$ cat src/hw/rtl/typed_refcount_slot_allocator_assert.svh
// Assertion macros shared by the slot allocator RTL.
`ifndef TYPED_REFCOUNT_SLOT_ALLOCATOR_ASSERT_SVH
`define TYPED_REFCOUNT_SLOT_ALLOCATOR_ASSERT_SVH

// The consequent must hold in the same cycle as the antecedent.
`define TRSA_ASSERT_SAME(name, clk, rst, pre, post) \
   name: assert property (@(posedge clk) disable iff (rst) (pre) |-> (post)) \
      else $error("slot allocator check failed");

// The consequent must hold in the cycle after the antecedent.
`define TRSA_ASSERT_NEXT(name, clk, rst, pre, post) \
   name: assert property (@(posedge clk) disable iff (rst) (pre) |=> (post)) \
      else $error("slot allocator check failed");

`endif

$ cat src/hw/rtl/trsa_pkg.sv
package trsa_pkg;

   localparam int NUM_WORDS_DEF = 64;

   typedef enum logic [1:0] {
      FUNC_GET     = 2'd0,
      FUNC_ACQUIRE = 2'd1,
      FUNC_RELEASE = 2'd2,
      FUNC_CLEAR   = 2'd3
   } func_type;

   localparam logic [1:0] KIND_UNTYPED = 2'd0;
   localparam logic [1:0] KIND_WORD    = 2'd1;
   localparam logic [1:0] KIND_LONG    = 2'd2;

endpackage

$ cat src/hw/rtl/typed_refcount_slot_allocator.sv
// Get: the scan state reads candidate slots and checks each read; a hit goes through the
// grant state (and grant2 for a long) to finish, a scan past the arena reports full.
// Acquire and release pass lookup and update, or go straight to finish outside the arena;
// clear zeroes every count. The slot memories share one read address. A new word is
// accepted in the cycle after the result word is loaded; a pending result may still wait.
// After reset a sweep untypes and zeroes every slot; no word is accepted until it ends.
`include "typed_refcount_slot_allocator_assert.svh"

module typed_refcount_slot_allocator #(
   parameter int NUM_WORDS = trsa_pkg::NUM_WORDS_DEF
) (
   input  logic        clock,
   input  logic        reset,
   input  logic        csr_valid,
   output logic        csr_ready,
   input  logic [11:0] csr_base_offset,
   input  logic        req_valid,
   output logic        req_ready,
   input  logic [1:0]  req_func,
   input  logic [1:0]  req_slot_kind,
   input  logic [15:0] req_frame_offset,
   input  logic        req_frame_mode,
   output logic        rsp_valid,
   input  logic        rsp_ready,
   output logic [15:0] rsp_granted_offset,
   output logic        rsp_full_res,
   output logic        rsp_underflow,
   output logic [15:0] rsp_frame_end
);
   import trsa_pkg::*;

   localparam int AW = $clog2(NUM_WORDS);
   localparam logic [AW+1:0] WORDS_W = (AW+2)'(NUM_WORDS);
   localparam logic [AW-1:0] LAST_W = AW'(NUM_WORDS - 1);
   localparam logic [13:0] WORDS_IDX = 14'(NUM_WORDS);

   typedef enum logic [2:0] {
      ST_IDLE,
      ST_SWEEP,
      ST_SCAN,
      ST_LOOKUP,
      ST_UPDATE,
      ST_GRANT,
      ST_GRANT2,
      ST_FINISH
   } state_type;

   logic [1:0]  type_mem [NUM_WORDS];
   logic [7:0]  refs_mem [NUM_WORDS];

   state_type   state_ff, state_in;
   logic [11:0] base_ff, base_in;
   logic [15:0] high_mark_ff, high_mark_in;
   logic [1:0]  kind_ff, kind_in;
   logic        release_ff, release_in;
   logic        sweep_types_ff, sweep_types_in;
   logic [AW-1:0] sweep_cnt_ff, sweep_cnt_in;
   logic [AW:0] probe_ff, probe_in;
   logic [AW-1:0] chk_addr_ff, chk_addr_in;
   logic        chk_valid_ff, chk_valid_in;
   logic [AW-1:0] op_addr_ff, op_addr_in;
   logic [AW-1:0] slot_ff, slot_in;
   logic [15:0] res_granted_ff, res_granted_in;
   logic        res_full_ff, res_full_in;
   logic        res_under_ff, res_under_in;
   logic        rsp_valid_ff, rsp_valid_in;
   logic [15:0] rsp_granted_ff, rsp_granted_in;
   logic        rsp_full_ff, rsp_full_in;
   logic        rsp_under_ff, rsp_under_in;
   logic [15:0] rsp_end_ff, rsp_end_in;
   logic [1:0]  type_rd_ff;
   logic [7:0]  refs_rd_ff;

   logic [AW-1:0] rd_addr;
   logic          type_we, refs_we;
   logic [AW-1:0] type_wa, refs_wa;
   logic [1:0]    type_wd;
   logic [7:0]    refs_wd;

   logic [1:0]    req_kind;
   logic [15:0]   base_ext;
   logic [15:0]   off_diff;
   logic [13:0]   off_idx;
   logic          op_hit;
   logic          is_long;
   logic [AW+1:0] need;
   logic          probe_in_range;
   logic          chk_hit;
   logic [15:0]   grant_off;
   logic [15:0]   grant_end;
   logic [15:0]   frame_end_now;

   assign req_kind = (req_slot_kind == KIND_UNTYPED) ? KIND_WORD : req_slot_kind;
   assign base_ext = {4'd0, base_ff};
   assign off_diff = req_frame_offset - base_ext;
   assign off_idx = off_diff[15:2];
   assign op_hit = req_frame_mode && (req_frame_offset >= base_ext) && (off_idx < WORDS_IDX);
   assign is_long = (kind_ff == KIND_LONG);
   assign need = is_long ? (AW+2)'(2) : (AW+2)'(1);
   assign probe_in_range = ({1'b0, probe_ff} + need) <= WORDS_W;
   assign chk_hit = chk_valid_ff && (refs_rd_ff == 8'd0)
                    && ((type_rd_ff == kind_ff) || (type_rd_ff == KIND_UNTYPED));
   assign grant_off = base_ext + 16'({slot_ff, 2'b00});
   assign grant_end = grant_off + (is_long ? 16'd8 : 16'd4);
   assign frame_end_now = (high_mark_ff > base_ext) ? high_mark_ff : base_ext;

   assign csr_ready = 1'b1;
   assign req_ready = (state_ff == ST_IDLE);
   assign rsp_valid = rsp_valid_ff;
   assign rsp_granted_offset = rsp_granted_ff;
   assign rsp_full_res = rsp_full_ff;
   assign rsp_underflow = rsp_under_ff;
   assign rsp_frame_end = rsp_end_ff;

   always_comb begin
      state_in = state_ff;
      base_in = base_ff;
      high_mark_in = high_mark_ff;
      kind_in = kind_ff;
      release_in = release_ff;
      sweep_types_in = sweep_types_ff;
      sweep_cnt_in = sweep_cnt_ff;
      probe_in = probe_ff;
      chk_addr_in = chk_addr_ff;
      chk_valid_in = chk_valid_ff;
      op_addr_in = op_addr_ff;
      slot_in = slot_ff;
      res_granted_in = res_granted_ff;
      res_full_in = res_full_ff;
      res_under_in = res_under_ff;
      rsp_valid_in = rsp_valid_ff && !rsp_ready;
      rsp_granted_in = rsp_granted_ff;
      rsp_full_in = rsp_full_ff;
      rsp_under_in = rsp_under_ff;
      rsp_end_in = rsp_end_ff;
      rd_addr = probe_ff[AW-1:0];
      type_we = 1'b0;
      type_wa = sweep_cnt_ff;
      type_wd = KIND_UNTYPED;
      refs_we = 1'b0;
      refs_wa = sweep_cnt_ff;
      refs_wd = 8'd0;

      if (csr_valid) begin
         base_in = csr_base_offset;
      end

      case (state_ff)
         ST_IDLE: begin
            if (req_valid) begin
               kind_in = req_kind;
               release_in = (func_type'(req_func) == FUNC_RELEASE);
               res_granted_in = 16'd0;
               res_full_in = 1'b0;
               res_under_in = 1'b0;
               op_addr_in = off_idx[AW-1:0];
               case (func_type'(req_func))
                  FUNC_GET: begin
                     probe_in = (req_kind == KIND_LONG) ? (AW+1)'(base_ff[2]) : '0;
                     chk_valid_in = 1'b0;
                     state_in = ST_SCAN;
                  end
                  FUNC_ACQUIRE, FUNC_RELEASE: begin
                     state_in = op_hit ? ST_LOOKUP : ST_FINISH;
                  end
                  FUNC_CLEAR: begin
                     sweep_cnt_in = '0;
                     sweep_types_in = 1'b0;
                     state_in = ST_SWEEP;
                  end
                  default: begin
                     state_in = ST_FINISH;
                  end
               endcase
            end
         end
         ST_SWEEP: begin
            type_we = sweep_types_ff;
            refs_we = 1'b1;
            sweep_cnt_in = sweep_cnt_ff + 1'b1;
            if (sweep_cnt_ff == LAST_W) begin
               state_in = sweep_types_ff ? ST_IDLE : ST_FINISH;
            end
         end
         ST_SCAN: begin
            chk_addr_in = probe_ff[AW-1:0];
            chk_valid_in = probe_in_range;
            if (probe_in_range) begin
               probe_in = probe_ff + (is_long ? (AW+1)'(2) : (AW+1)'(1));
            end
            if (chk_hit) begin
               slot_in = chk_addr_ff;
               state_in = ST_GRANT;
            end else if (!chk_valid_ff && !probe_in_range) begin
               res_full_in = 1'b1;
               state_in = ST_FINISH;
            end
         end
         ST_LOOKUP: begin
            rd_addr = op_addr_ff;
            state_in = ST_UPDATE;
         end
         ST_UPDATE: begin
            refs_wa = op_addr_ff;
            if (release_ff) begin
               if (refs_rd_ff == 8'd0) begin
                  res_under_in = 1'b1;
               end else begin
                  refs_we = 1'b1;
                  refs_wd = refs_rd_ff - 8'd1;
               end
            end else if (refs_rd_ff != 8'hFF) begin
               refs_we = 1'b1;
               refs_wd = refs_rd_ff + 8'd1;
            end
            state_in = ST_FINISH;
         end
         ST_GRANT: begin
            type_we = 1'b1;
            type_wa = slot_ff;
            type_wd = kind_ff;
            refs_we = 1'b1;
            refs_wa = slot_ff;
            refs_wd = 8'd1;
            res_granted_in = grant_off;
            if (grant_end > high_mark_ff) begin
               high_mark_in = grant_end;
            end
            state_in = is_long ? ST_GRANT2 : ST_FINISH;
         end
         ST_GRANT2: begin
            type_we = 1'b1;
            type_wa = slot_ff + 1'b1;
            type_wd = KIND_LONG;
            state_in = ST_FINISH;
         end
         ST_FINISH: begin
            if (!rsp_valid_ff || rsp_ready) begin
               rsp_valid_in = 1'b1;
               rsp_granted_in = res_granted_ff;
               rsp_full_in = res_full_ff;
               rsp_under_in = res_under_ff;
               rsp_end_in = frame_end_now;
               state_in = ST_IDLE;
            end
         end
         default: begin
            state_in = ST_IDLE;
         end
      endcase
   end

   always_ff @(posedge clock) begin
      if (reset) begin
         state_ff <= ST_SWEEP;
         base_ff <= 12'd0;
         high_mark_ff <= 16'd0;
         sweep_types_ff <= 1'b1;
         sweep_cnt_ff <= '0;
         chk_valid_ff <= 1'b0;
         rsp_valid_ff <= 1'b0;
      end else begin
         state_ff <= state_in;
         base_ff <= base_in;
         high_mark_ff <= high_mark_in;
         sweep_types_ff <= sweep_types_in;
         sweep_cnt_ff <= sweep_cnt_in;
         chk_valid_ff <= chk_valid_in;
         rsp_valid_ff <= rsp_valid_in;
      end
      kind_ff <= kind_in;
      release_ff <= release_in;
      probe_ff <= probe_in;
      chk_addr_ff <= chk_addr_in;
      op_addr_ff <= op_addr_in;
      slot_ff <= slot_in;
      res_granted_ff <= res_granted_in;
      res_full_ff <= res_full_in;
      res_under_ff <= res_under_in;
      rsp_granted_ff <= rsp_granted_in;
      rsp_full_ff <= rsp_full_in;
      rsp_under_ff <= rsp_under_in;
      rsp_end_ff <= rsp_end_in;
   end

   always_ff @(posedge clock) begin
      if (type_we) begin
         type_mem[type_wa] <= type_wd;
      end
      type_rd_ff <= type_mem[rd_addr];
   end

   always_ff @(posedge clock) begin
      if (refs_we) begin
         refs_mem[refs_wa] <= refs_wd;
      end
      refs_rd_ff <= refs_mem[rd_addr];
   end

   `TRSA_ASSERT_SAME(a_busy_after_reset, clock, reset, $past(reset), !req_ready)
   `TRSA_ASSERT_NEXT(a_busy_after_accept, clock, reset, req_valid && req_ready, !req_ready)
   `TRSA_ASSERT_SAME(a_full_has_no_grant, clock, reset, rsp_valid && rsp_full_res,
      (rsp_granted_offset == 16'd0) && !rsp_underflow)
   `TRSA_ASSERT_NEXT(a_hit_grants, clock, reset, (state_ff == ST_SCAN) && chk_hit,
      (state_ff == ST_GRANT) && (slot_ff == $past(chk_addr_ff)))

endmodule

$ cat config.mk
export PLATFORM = sky130hd
export DESIGN_NAME = typed_refcount_slot_allocator
export DESIGN_NICKNAME = d
export VERILOG_FILES = /design/src/hw/rtl/trsa_pkg.sv /design/src/hw/rtl/typed_refcount_slot_allocator.sv
export VERILOG_INCLUDE_DIRS = /design/src /design/src/hw/rtl
export SDC_FILE = /design/constraint.sdc
export NUM_CORES = 1
export LEC_CHECK = 0
export BUFFER_PORTS_ARGS = -buffer_cell sky130_fd_sc_hd__buf_2
export CORE_UTILIZATION = 25
export DETAILED_ROUTE_END_ITERATION = 10
export RECOVER_POWER = 25
export SYNTH_ARGS = -nofsm -noshare
export SYNTH_HDL_FRONTEND = slang
export SYNTH_SLANG_ARGS = --single-unit
$ cat constraint.sdc
create_clock -name clock -period 12.7 [get_ports clock]
set_clock_uncertainty 0.2 [all_clocks]
set_input_delay 1.905 -clock clock [delete_from_list [all_inputs] [get_ports clock]]
set_output_delay 1.905 -clock clock [all_outputs]
set_load 0.01 [all_outputs]
==> summary by stage, run 1 <==
Run status
The flow ran to the end, but the final reports show violations. The checks that failed: capacitance limit, slew limit.

Floorplan
The floorplan has 130 rows. The overall die area is between 100000 and 150000 um2. The core footprint is about 130000 um2. The I/O pin count is 75.

The vertical die dimension is between 300 and 400 um. Once the floorplan was initialized, standard cells occupied between 20% and 30% of the core. The die is approximately 360 um wide.

Synthesis
Summing the areas of all fa, ha and maj instances in the mapped netlist gives ~2.5% of the synthesized area. Among all flip-flop cells after synthesis, the most frequent one is sky130_fd_sc_hd__edfxtp_1. The largest family of logic cells by synthesized area is multiplexers. The synthesized design contains between 700 and 800 register bits. The count of mapped cells out of synthesis is slightly below 2000.

Sequential cells were found to cover around 70% of the synthesized design area. The proportion of synthesized flip-flops having asynchronous set or reset is 0%. Summing the areas of all compound-gate instances in the mapped netlist gives ~5.3% of the synthesized area. The area share of xor/xnor cells in the synthesized design is under 10%. The count of synthesis-stage warnings from yosys is 0. Yosys mapped a number of flops with a built-in enable equal to between 700 and 800. The synthesized cell area is around 32000 um2. Measured against the total synthesized area, the mux share comes to 12.5%. Dividing the synthesized area by the synthesized cell count gives ~17 um2. The synthesized netlist contains 75 unique library cells. The basic-gate share of the synthesized area counting and, or, nand and nor cells is a little under 7%.

Final layout
Summing all multi-input logic gate instances after layout gives roughly 9100 um2. The repair_antennas step left the layout with diodes totalling 0. Of the cells placed in the final design, the portion with a size suffix greater than 1 is 16.8%.

From synthesis to final layout, the design area changed by 14.2%. In the final design database the tool counted around 2100 nets. After filler insertion, the fill cell instance count of the layout stands at approximately 12000.

Across the whole layout, storage elements account for 22300 um2.

Route
The total number of vias is 17353. In this run the remaining antenna-violating nets after routing total 0. The number of remaining DRC errors is 0. In the final routed layout, each cell accounts on average for around 20 um. After the first detailed-routing iteration, the DRC count stood at about 1700.

Summed over all layers, the routed wires come to between 70 and 80 mm. The number of search-and-repair iterations in the first detailed-routing pass is 9. The average vias per placed instance is roughly 4.7.

Critical path
The element type at the critical path end is a register. The startpoint identified for the worst register-to-register timing path is state_ff[2]. The beginning of the critical path is state_ff[2]. Along the worst path, the maximum fanout reaches 64. The startpoint type of the worst setup path is a register. Data on the critical path arrives at its endpoint at between 5 and 6 ns. The type of the worst setup path is reg -> reg. For the worst setup path, the data required time is 12.48 ns.

Timing
The final setup slack of the worst path is 7.10 ns. The worst path needs around 5.6 ns of the cycle, external delays included. The tightest slew margin relative to the limit is -108%.

Setup violations remaining at the end of the flow were counted as 0. The final max-slew violation count is between 200 and 300. Based on the critical path, the design can be clocked at up to ~180 MHz. Setup repair after global routing left no endpoint under its margin.

After layout, the worst path uses 44.1% of the clock period. At the pin with the least slew margin, the transition time is ~3.1 ns. After routing, the total negative slack on setup checks comes to 0 ns.

The final hold violation count is 0.

Global routing
The aggregate global-route resource usage is between 10% and 20%. The via count of the first global-routing pass is between 15000 and 20000. In the global route stage, met1 resource usage came out at 15.0%. Entering global routing, the biggest net connects 91 pins. The initial antenna violation count is 0.

The global-route congestion overflow total is 0. The first-pass GRT wire length is around 110 mm. In this run the most used layer during global routing was met2. The met2 track demand over resource in global routing is approximately a fifth.

The routing usage on met3 is under 10%.

Power and ir drop
The maximum ir drop on the vdd rail is between 80 and 90 uV. The clock network accounts for 39.6% of the total power. Net switching is roughly a quarter of the power. For this design the total switching power over the nets is around 1300 uW. Per report_power, the combinational group accounts for 8.8% of the total. In this run the static leakage power is roughly 0.011 uW. Of the total power, registers draw 51.6%. Cell internal power was estimated by the tool at between 4000 and 5000 uW.

The completed layout was analyzed and its total power is between 5000 and 6000 uW. In this run the power density over the cells is 148 nW/um2.

Clocking
The number of buffers inserted to repair setup after CTS is 0. The buffer levels on the longest clock path is 3. The insertion delay of the later-clocked pin in the worst-skew pair is 0.63 ns.

The H-tree depth is 3. The count of hold-fix buffers inserted at cts is 0. Buffers inserted during clock tree synthesis total between 70 and 80. The library cell used as clock root buffer is sky130_fd_sc_hd__clkbuf_16. The number of gates resized after cts is 0. The clock net sink count is between 700 and 800.

The post-CTS clock slew at the launch and capture registers of the worst setup and hold paths is about 0.060 ns. TritonCTS built the clock tree.

Placement
The sum of net half-perimeters after detailed placement is ~48 mm. OpenSTA, run right after detailed placement, puts the worst setup slack at between 7 and 8 ns. Routability-driven placement finished with a final weighted congestion of between 0.8 and 0.9.

Port buffering added slightly below 70 buffers.

Min path
In this run the worst hold path is classified as reg -> reg. The worst min-delay path startpoint is res_granted_ff[5].

Job
Across the run, the number of max-cap violations was 6.
==> kinds of logic after synthesis <==
| group | after synthesis |
|---|---|
| other cells | 2 |
| simple gates | 487 |
| compound gates | 238 |
| xor+xnor | 39 |
| fa+ha+maj | 61 |
| buf+inv | 131 |
| flops | 760 |
| mux | 215 |
==> layout make-up <==
class / instances / share of cell area [%]
multi-input cells: 1047 / 25.0
well taps: 1650 / 5.64
flip-flops and latches: 760 / 61.1
inverters: 48 / 0.492
clock buffers: 104 / 5.56
clock inverters: 28 / 0.869
repair buffers: 90 / 1.37
==> synth_stat cells (all sizes together) (5+ instances only) <==
| master | number | area, um2 |
|---|---|---|
| xor2 | 23 | 201 |
| clkbuf | 28 | 105 |
| and2 | 8 | 50.1 |
| a22o | 5 | 43.8 |
| o21ai | 27 | 135 |
| nor2b | 20 | 125 |
| a211oi | 12 | 90.1 |
| buf | 55 | 350 |
| nor2 | 236 | 886 |
| o211ai | 16 | 120 |
| nand2b | 10 | 62.6 |
| edfxtp | 712 | 21400 |
| a22oi | 71 | 533 |
| or3 | 6 | 37.5 |
| nand3 | 29 | 145 |
| mux4 | 148 | 3330 |
| nand4 | 24 | 150 |
| o21a | 7 | 52.6 |
| a31oi | 5 | 31.3 |
| mux2i | 63 | 631 |
| xnor2 | 16 | 140 |
| inv | 48 | 180 |
| nand2 | 94 | 353 |
| ha | 58 | 726 |
| a211o | 13 | 114 |
| nor4 | 9 | 56.3 |
| and3 | 7 | 43.8 |
| a21o | 10 | 75.1 |
| dfxtp | 48 | 961 |
| a21oi | 34 | 170 |
| nor3 | 22 | 125 |
| or2 | 6 | 37.5 |
==> flip-flops by register name (all words and copies together), names as in the netlist, 2 cells and up <==
name / flops
type_mem: 128
state_ff: 3
kind_ff: 2
type_rd_ff: 2
probe_ff: 7
res_granted_ff: 13
rsp_frame_end: 14
op_addr_ff: 6
refs_mem: 512
chk_addr_ff: 6
rsp_granted_offset: 13
refs_rd_ff: 8
base_ff: 12
slot_ff: 6
sweep_cnt_ff: 6
high_mark_ff: 14
==> through the flow <==
step                std cells  util (%)  cell area, um2  hold WS, ns
CTS                      3727      29.0           36600        0.218
global route             3727      28.9           36600        0.223
global placement         3595      27.1           34300        0.203
finish                   3727      28.9           36600        0.217
detailed placement       3595      27.1           34300        0.205
floorplan                1938         -           32000        0.200
==> metal layers <==
| metal | up-vias | wire [um] | part of all wire (%) |
|---|---|---|---|
| li1 | 7804 | - | - |
| met1 | 8920 | 32200 | 43 |
| met2 | 525 | 36700 | 49 |
| met3 | 104 | 4130 | 5.5 |
| met4 | 0 | 1570 | 2.1 |
| met5 | - | 0 | 0 |
==> power groups by stage <==
stage	Sequential, uW	Clock, uW	Combinational [uW]
finish	2790	2150	479
global route	2800	2280	516
CTS	2790	2190	483
detailed placement	2850	0	481
global placement	2850	0	479
floorplan	2830	0	332
==> critical path, cell delays in order (launching register included) <==
cell	delay (ns)
sky130_fd_sc_hd__dfxtp_1	0.31
sky130_fd_sc_hd__clkbuf_1	0.85
sky130_fd_sc_hd__nand2b_1	0.69
sky130_fd_sc_hd__nor2_1	0.47
sky130_fd_sc_hd__nand2_1	0.18
sky130_fd_sc_hd__nor2_4	0.12
sky130_fd_sc_hd__clkbuf_1	2.12
==> cell usage in the layout (no fill, tap or decap), types with 9 or more instances in the layout <==
cell type and count:
sky130_fd_sc_hd__nor4_1 9, sky130_fd_sc_hd__buf_2 58, sky130_fd_sc_hd__a211o_1 13, sky130_fd_sc_hd__xnor2_1 16
sky130_fd_sc_hd__xor2_1 23, sky130_fd_sc_hd__a22oi_1 71, sky130_fd_sc_hd__nand3_1 29, sky130_fd_sc_hd__nand2b_1 10
sky130_fd_sc_hd__ha_1 58, sky130_fd_sc_hd__clkbuf_1 38, sky130_fd_sc_hd__a21oi_1 34, sky130_fd_sc_hd__o21ai_0 25
sky130_fd_sc_hd__mux4_2 148, sky130_fd_sc_hd__nor3_1 19, sky130_fd_sc_hd__a211oi_1 12, sky130_fd_sc_hd__clkbuf_16 75
sky130_fd_sc_hd__nor2_1 231, sky130_fd_sc_hd__clkinv_1 10, sky130_fd_sc_hd__a21o_1 10, sky130_fd_sc_hd__o211ai_1 16
sky130_fd_sc_hd__nand2_1 94, sky130_fd_sc_hd__inv_1 48, sky130_fd_sc_hd__buf_4 16, sky130_fd_sc_hd__nand4_1 24
sky130_fd_sc_hd__nor2b_1 20, sky130_fd_sc_hd__dfxtp_1 48, sky130_fd_sc_hd__mux2i_1 61, sky130_fd_sc_hd__edfxtp_1 712
==> final timing paths <==
kind | slack (ns) | cells past startpoint | to
hold reg to reg | 0.22 | 0 | rsp_granted_offset[5]
setup / recovery | 7.10 | 6 | refs_mem[25][4]
setup reg to reg | 7.10 | 6 | refs_mem[25][4]
hold / removal | 0.22 | 0 | rsp_granted_offset[5]
Power figures use the tool's default switching activity.
==> run 2, diff against run 1 <==
==> constraint.sdc (replaced) <==
create_clock -name clock -period 4.9 [get_ports clock]
set_clock_uncertainty 0.2 [all_clocks]
set_input_delay 0.735 -clock clock [delete_from_list [all_inputs] [get_ports clock]]
set_output_delay 0.735 -clock clock [all_outputs]
set_load 0.01 [all_outputs]
==> run 2 against run 1 <==
  * Clock power grew to 2.8 times the previous value
  * Via count grew 1.0%
  * Setup slack lost 6.9 ns
  * Die area is the same
  * Sequential cell count is the same
  * Cell count grew 1.1%
  * Non-clock buffer count grew 32
  * First-iteration DRC count shrank 5.3%
  * Fmax grew 20%
  * The run still ends with capacitance limit, slew limit left
  * Sequential share of layout area shrank 0.92 points
==> summary by stage, run 2 (synthesis gave the netlist of run 1 again) <==
Route
The total number of vias is 17530 (was 17353). The count of antenna-violating nets left after detailed routing came to 0 (unchanged). The number of search-and-repair iterations in the first detailed-routing pass is 5 (was 9). The average vias per placed instance is 4.65 (was 4.66). The routed length per instance was 20.0 um (about the same). The number of remaining DRC errors is 0 (unchanged).

The number of DRC markers in iteration 0 came to 1562 (was 1650). The total routed wirelength is 75.6 mm (was 74.6 mm).

Power and ir drop
The part of the power in combinational logic is 8.8% (about the same). The switching power of the nets is 3450 uW (was 1280 uW). The internal cell power is 11100 uW (was 4140 uW). The portion of total power attributed to the clock network is 41.6% (was 39.6%). The total power divided by cell area came to 392 nW/um2 (was 148 nW/um2). The switching part of the total is 23.7% (was 23.5%).

The maximum ir drop on the vdd rail is 272 uV (was 83.7 uV). The leakage power summed over all cells is 0.0109 uW (was 0.0106 uW). The proportion of power drawn by flip-flops and latches came to 49.6% (was 51.6%).

Timing
The final hold violation count is 0 (unchanged). The maximum achievable frequency is 215 MHz (was 179 MHz). The smallest hold slack is 0.150 ns (was 0.217 ns). The time the worst path needs with I/O delays and setup is 4.66 ns (was 5.60 ns). The tightest slew margin relative to the limit is -108% (about the same). The count of final setup violators was 0 (unchanged). The worst-margin pin slew is 3.13 ns (was 3.11 ns). The portion of the clock cycle consumed by the worst path in the final layout is 95.0% (was 44.1%). The final max-slew violation count came to 186 (was 276).

Critical path
The required time reported for the critical path endpoint is 5.21 ns (was 12.48 ns). The type of the worst setup path is reg -> reg (unchanged). The beginning of the critical path is slot_ff[0] (was state_ff[2]). The highest fanout seen on the critical path was 5 (was 64). The arrival time at the worst endpoint is 4.97 ns (was 5.39 ns). The reg-to-reg critical path startpoint is slot_ff[0] (was state_ff[2]).

The element type at the critical path end was a register (unchanged). The startpoint type of the worst setup path was a register (unchanged).

Final layout
The register area is 22300 um2 (unchanged). The multi-input combinational cell area came to 9180 um2 (was 9140 um2). The register bank with the most flops is refs_mem (unchanged). Commonest cells after routing, fill and taps aside: 712 x sky130_fd_sc_hd__edfxtp_1, 231 x sky130_fd_sc_hd__nor2_1, 148 x sky130_fd_sc_hd__mux4_2, 94 x sky130_fd_sc_hd__nand2_1, 77 x sky130_fd_sc_hd__clkbuf_16 (was 712 x sky130_fd_sc_hd__edfxtp_1, 231 x sky130_fd_sc_hd__nor2_1, 148 x sky130_fd_sc_hd__mux4_2, 94 x sky130_fd_sc_hd__nand2_1, 75 x sky130_fd_sc_hd__clkbuf_16).

The synthesis-to-layout area growth is 16.0% (was 14.2%). The number of antenna repair diodes is 0 (unchanged). Largest regs: refs_mem (512), type_mem (128) (unchanged). The final net count came to 2155 (was 2120).

The count of filler cells inserted in the layout came to 12419 (was 12406). The flip-flop count of the largest register after layout was 512 (unchanged). The share of the core filled with cells came to 29.4% (was 28.9%).

The share of layout cells above drive strength 1 was 18.3% (was 16.8%). The commonest non-fill, non-tap cell in the layout is sky130_fd_sc_hd__edfxtp_1 (unchanged).

Clocking
The library cell used as clock root buffer is sky130_fd_sc_hd__clkbuf_16 (unchanged). The clock net sink count came to 760 (unchanged). The number of buffers created by CTS is 77 (was 74).

The TritonCTS clock tree is built (unchanged). The buffer levels on the longest clock path is 3 (unchanged). The H-tree depth came to 3 (unchanged). The post-CTS clock slew at the launch and capture registers of the worst setup and hold paths came to 0.06 ns (about the same). The insertion delay of the later-clocked pin in the worst-skew pair is 0.65 ns (was 0.63 ns).

Global routing
The first-pass GRT wire length is 112 mm (about the same). The initial antenna violation count is 1 (was 0). The global-route congestion overflow total is 0 (unchanged). The pin count of the biggest net entering global routing was 65 (was 91). The via count of the first global-routing pass is 17690 (was 17406). The aggregate global-route resource usage came to 11.4% (was 11.3%).

Placement
The sum of net half-perimeters after detailed placement is 49.9 mm (was 48.1 mm). The number of input and output port buffers inserted is 68 (unchanged). The final weighted congestion of routability-driven global placement is 0.823 (was 0.855).

Floorplan
The vertical die dimension is 360 um (unchanged). The overall die area is 130000 um2 (unchanged). The chip width was 360 um (unchanged).

The number of core rows is 130 (unchanged). The initial cell density of the core is 25.3% (unchanged). The core footprint was 126000 um2 (unchanged). The I/O pin count is 75 (unchanged).

Run status
Violations in the final reports: capacitance limit, slew limit (unchanged). Status: finished, violations left (unchanged).

Min path
The worst min-delay path startpoint is csr_base_offset[10] (was res_granted_ff[5]). The classification of the worst-slack hold path was in -> reg (was reg -> reg).

Job
The max-capacitance violation count is 4 (was 6).
## run 2: power groups by stage
stage	Combinational (uW)	Sequential [uW]	Clock, uW
after global placement	1270	7370	0
after floorplan	862	7340	0
after detailed placement	1280	7370	0
final	1280	7240	6060
after global routing	1380	7240	6410
after CTS	1290	7240	6170
## run 2: critical path, cell delays in order, from the launching register on
cell	delay (ns)
sky130_fd_sc_hd__edfxtp_1	0.36
sky130_fd_sc_hd__ha_1	0.19
sky130_fd_sc_hd__inv_1	0.06
sky130_fd_sc_hd__fa_1	0.55
sky130_fd_sc_hd__inv_1	0.07
sky130_fd_sc_hd__ha_1	0.28
sky130_fd_sc_hd__a21oi_1	0.06
sky130_fd_sc_hd__or2_2	0.34
sky130_fd_sc_hd__nor4_1	0.37
sky130_fd_sc_hd__xnor2_1	0.20
sky130_fd_sc_hd__ha_1	0.29
sky130_fd_sc_hd__a211o_1	0.26
sky130_fd_sc_hd__o211ai_1	0.08
sky130_fd_sc_hd__a21oi_1	0.13
sky130_fd_sc_hd__o311ai_2	0.34
sky130_fd_sc_hd__buf_4	0.18
sky130_fd_sc_hd__nand2_1	0.12
sky130_fd_sc_hd__o311a_1	0.16
sky130_fd_sc_hd__a221o_1	0.25
## run 2: path summary, 6_finish.rpt
kind | to | cells after the start | slack [ns]
max | high_mark_ff[11] | 18 | 0.24
min | base_ff[10] | 3 | 0.15
max reg2reg | high_mark_ff[11] | 18 | 0.24
min reg2reg | rsp_granted_offset[1] | 0 | 0.22
## run 2: what timing repair did
item                       CTS  global route
gates resized for setup      0             9
buffers inserted             0             1
setup endpoints to repair    0            13
hold buffers                 0             0
## run 2: per-layer routing
| layer | share of wire, % | GRT usage (%) | wire, um | vias up |
|---|---|---|---|---|
| li1 | - | - | - | 7883 |
| met1 | 42 | 14.7 | 31700 | 8952 |
| met2 | 49 | 19.1 | 37300 | 566 |
| met3 | 5.8 | 1.81 | 4400 | 127 |
| met4 | 2.8 | 4.11 | 2090 | 2 |
| met5 | 0.017 | 0 | 13 | - |
## run 2: final cells by class
type | instances | area share, %
Sequential cell | 760 | 60.1
Multi-Input combinational cell | 1047 | 24.7
Tap cell | 1650 | 5.56
Clock buffer | 88 | 5.38
Timing Repair Buffer | 122 | 2.04
Clock inverter | 54 | 1.69
Inverter | 48 | 0.485
## run 2: through the flow
stage	cell area (um2)	setup WS, ns	cells	power (uW)	TNS (ns)
4_1_cts	37200	0.108	3768	14700	0
5_1_grt	37100	-0.0165	3769	15000	-0.0486
2_1_floorplan	32000	0.127	1938	8200	0
6_report	37100	0.245	3769	14600	0
3_5_place_dp	34600	0.192	3626	8660	0
3_3_place_gp	34600	0.255	3626	8640	0
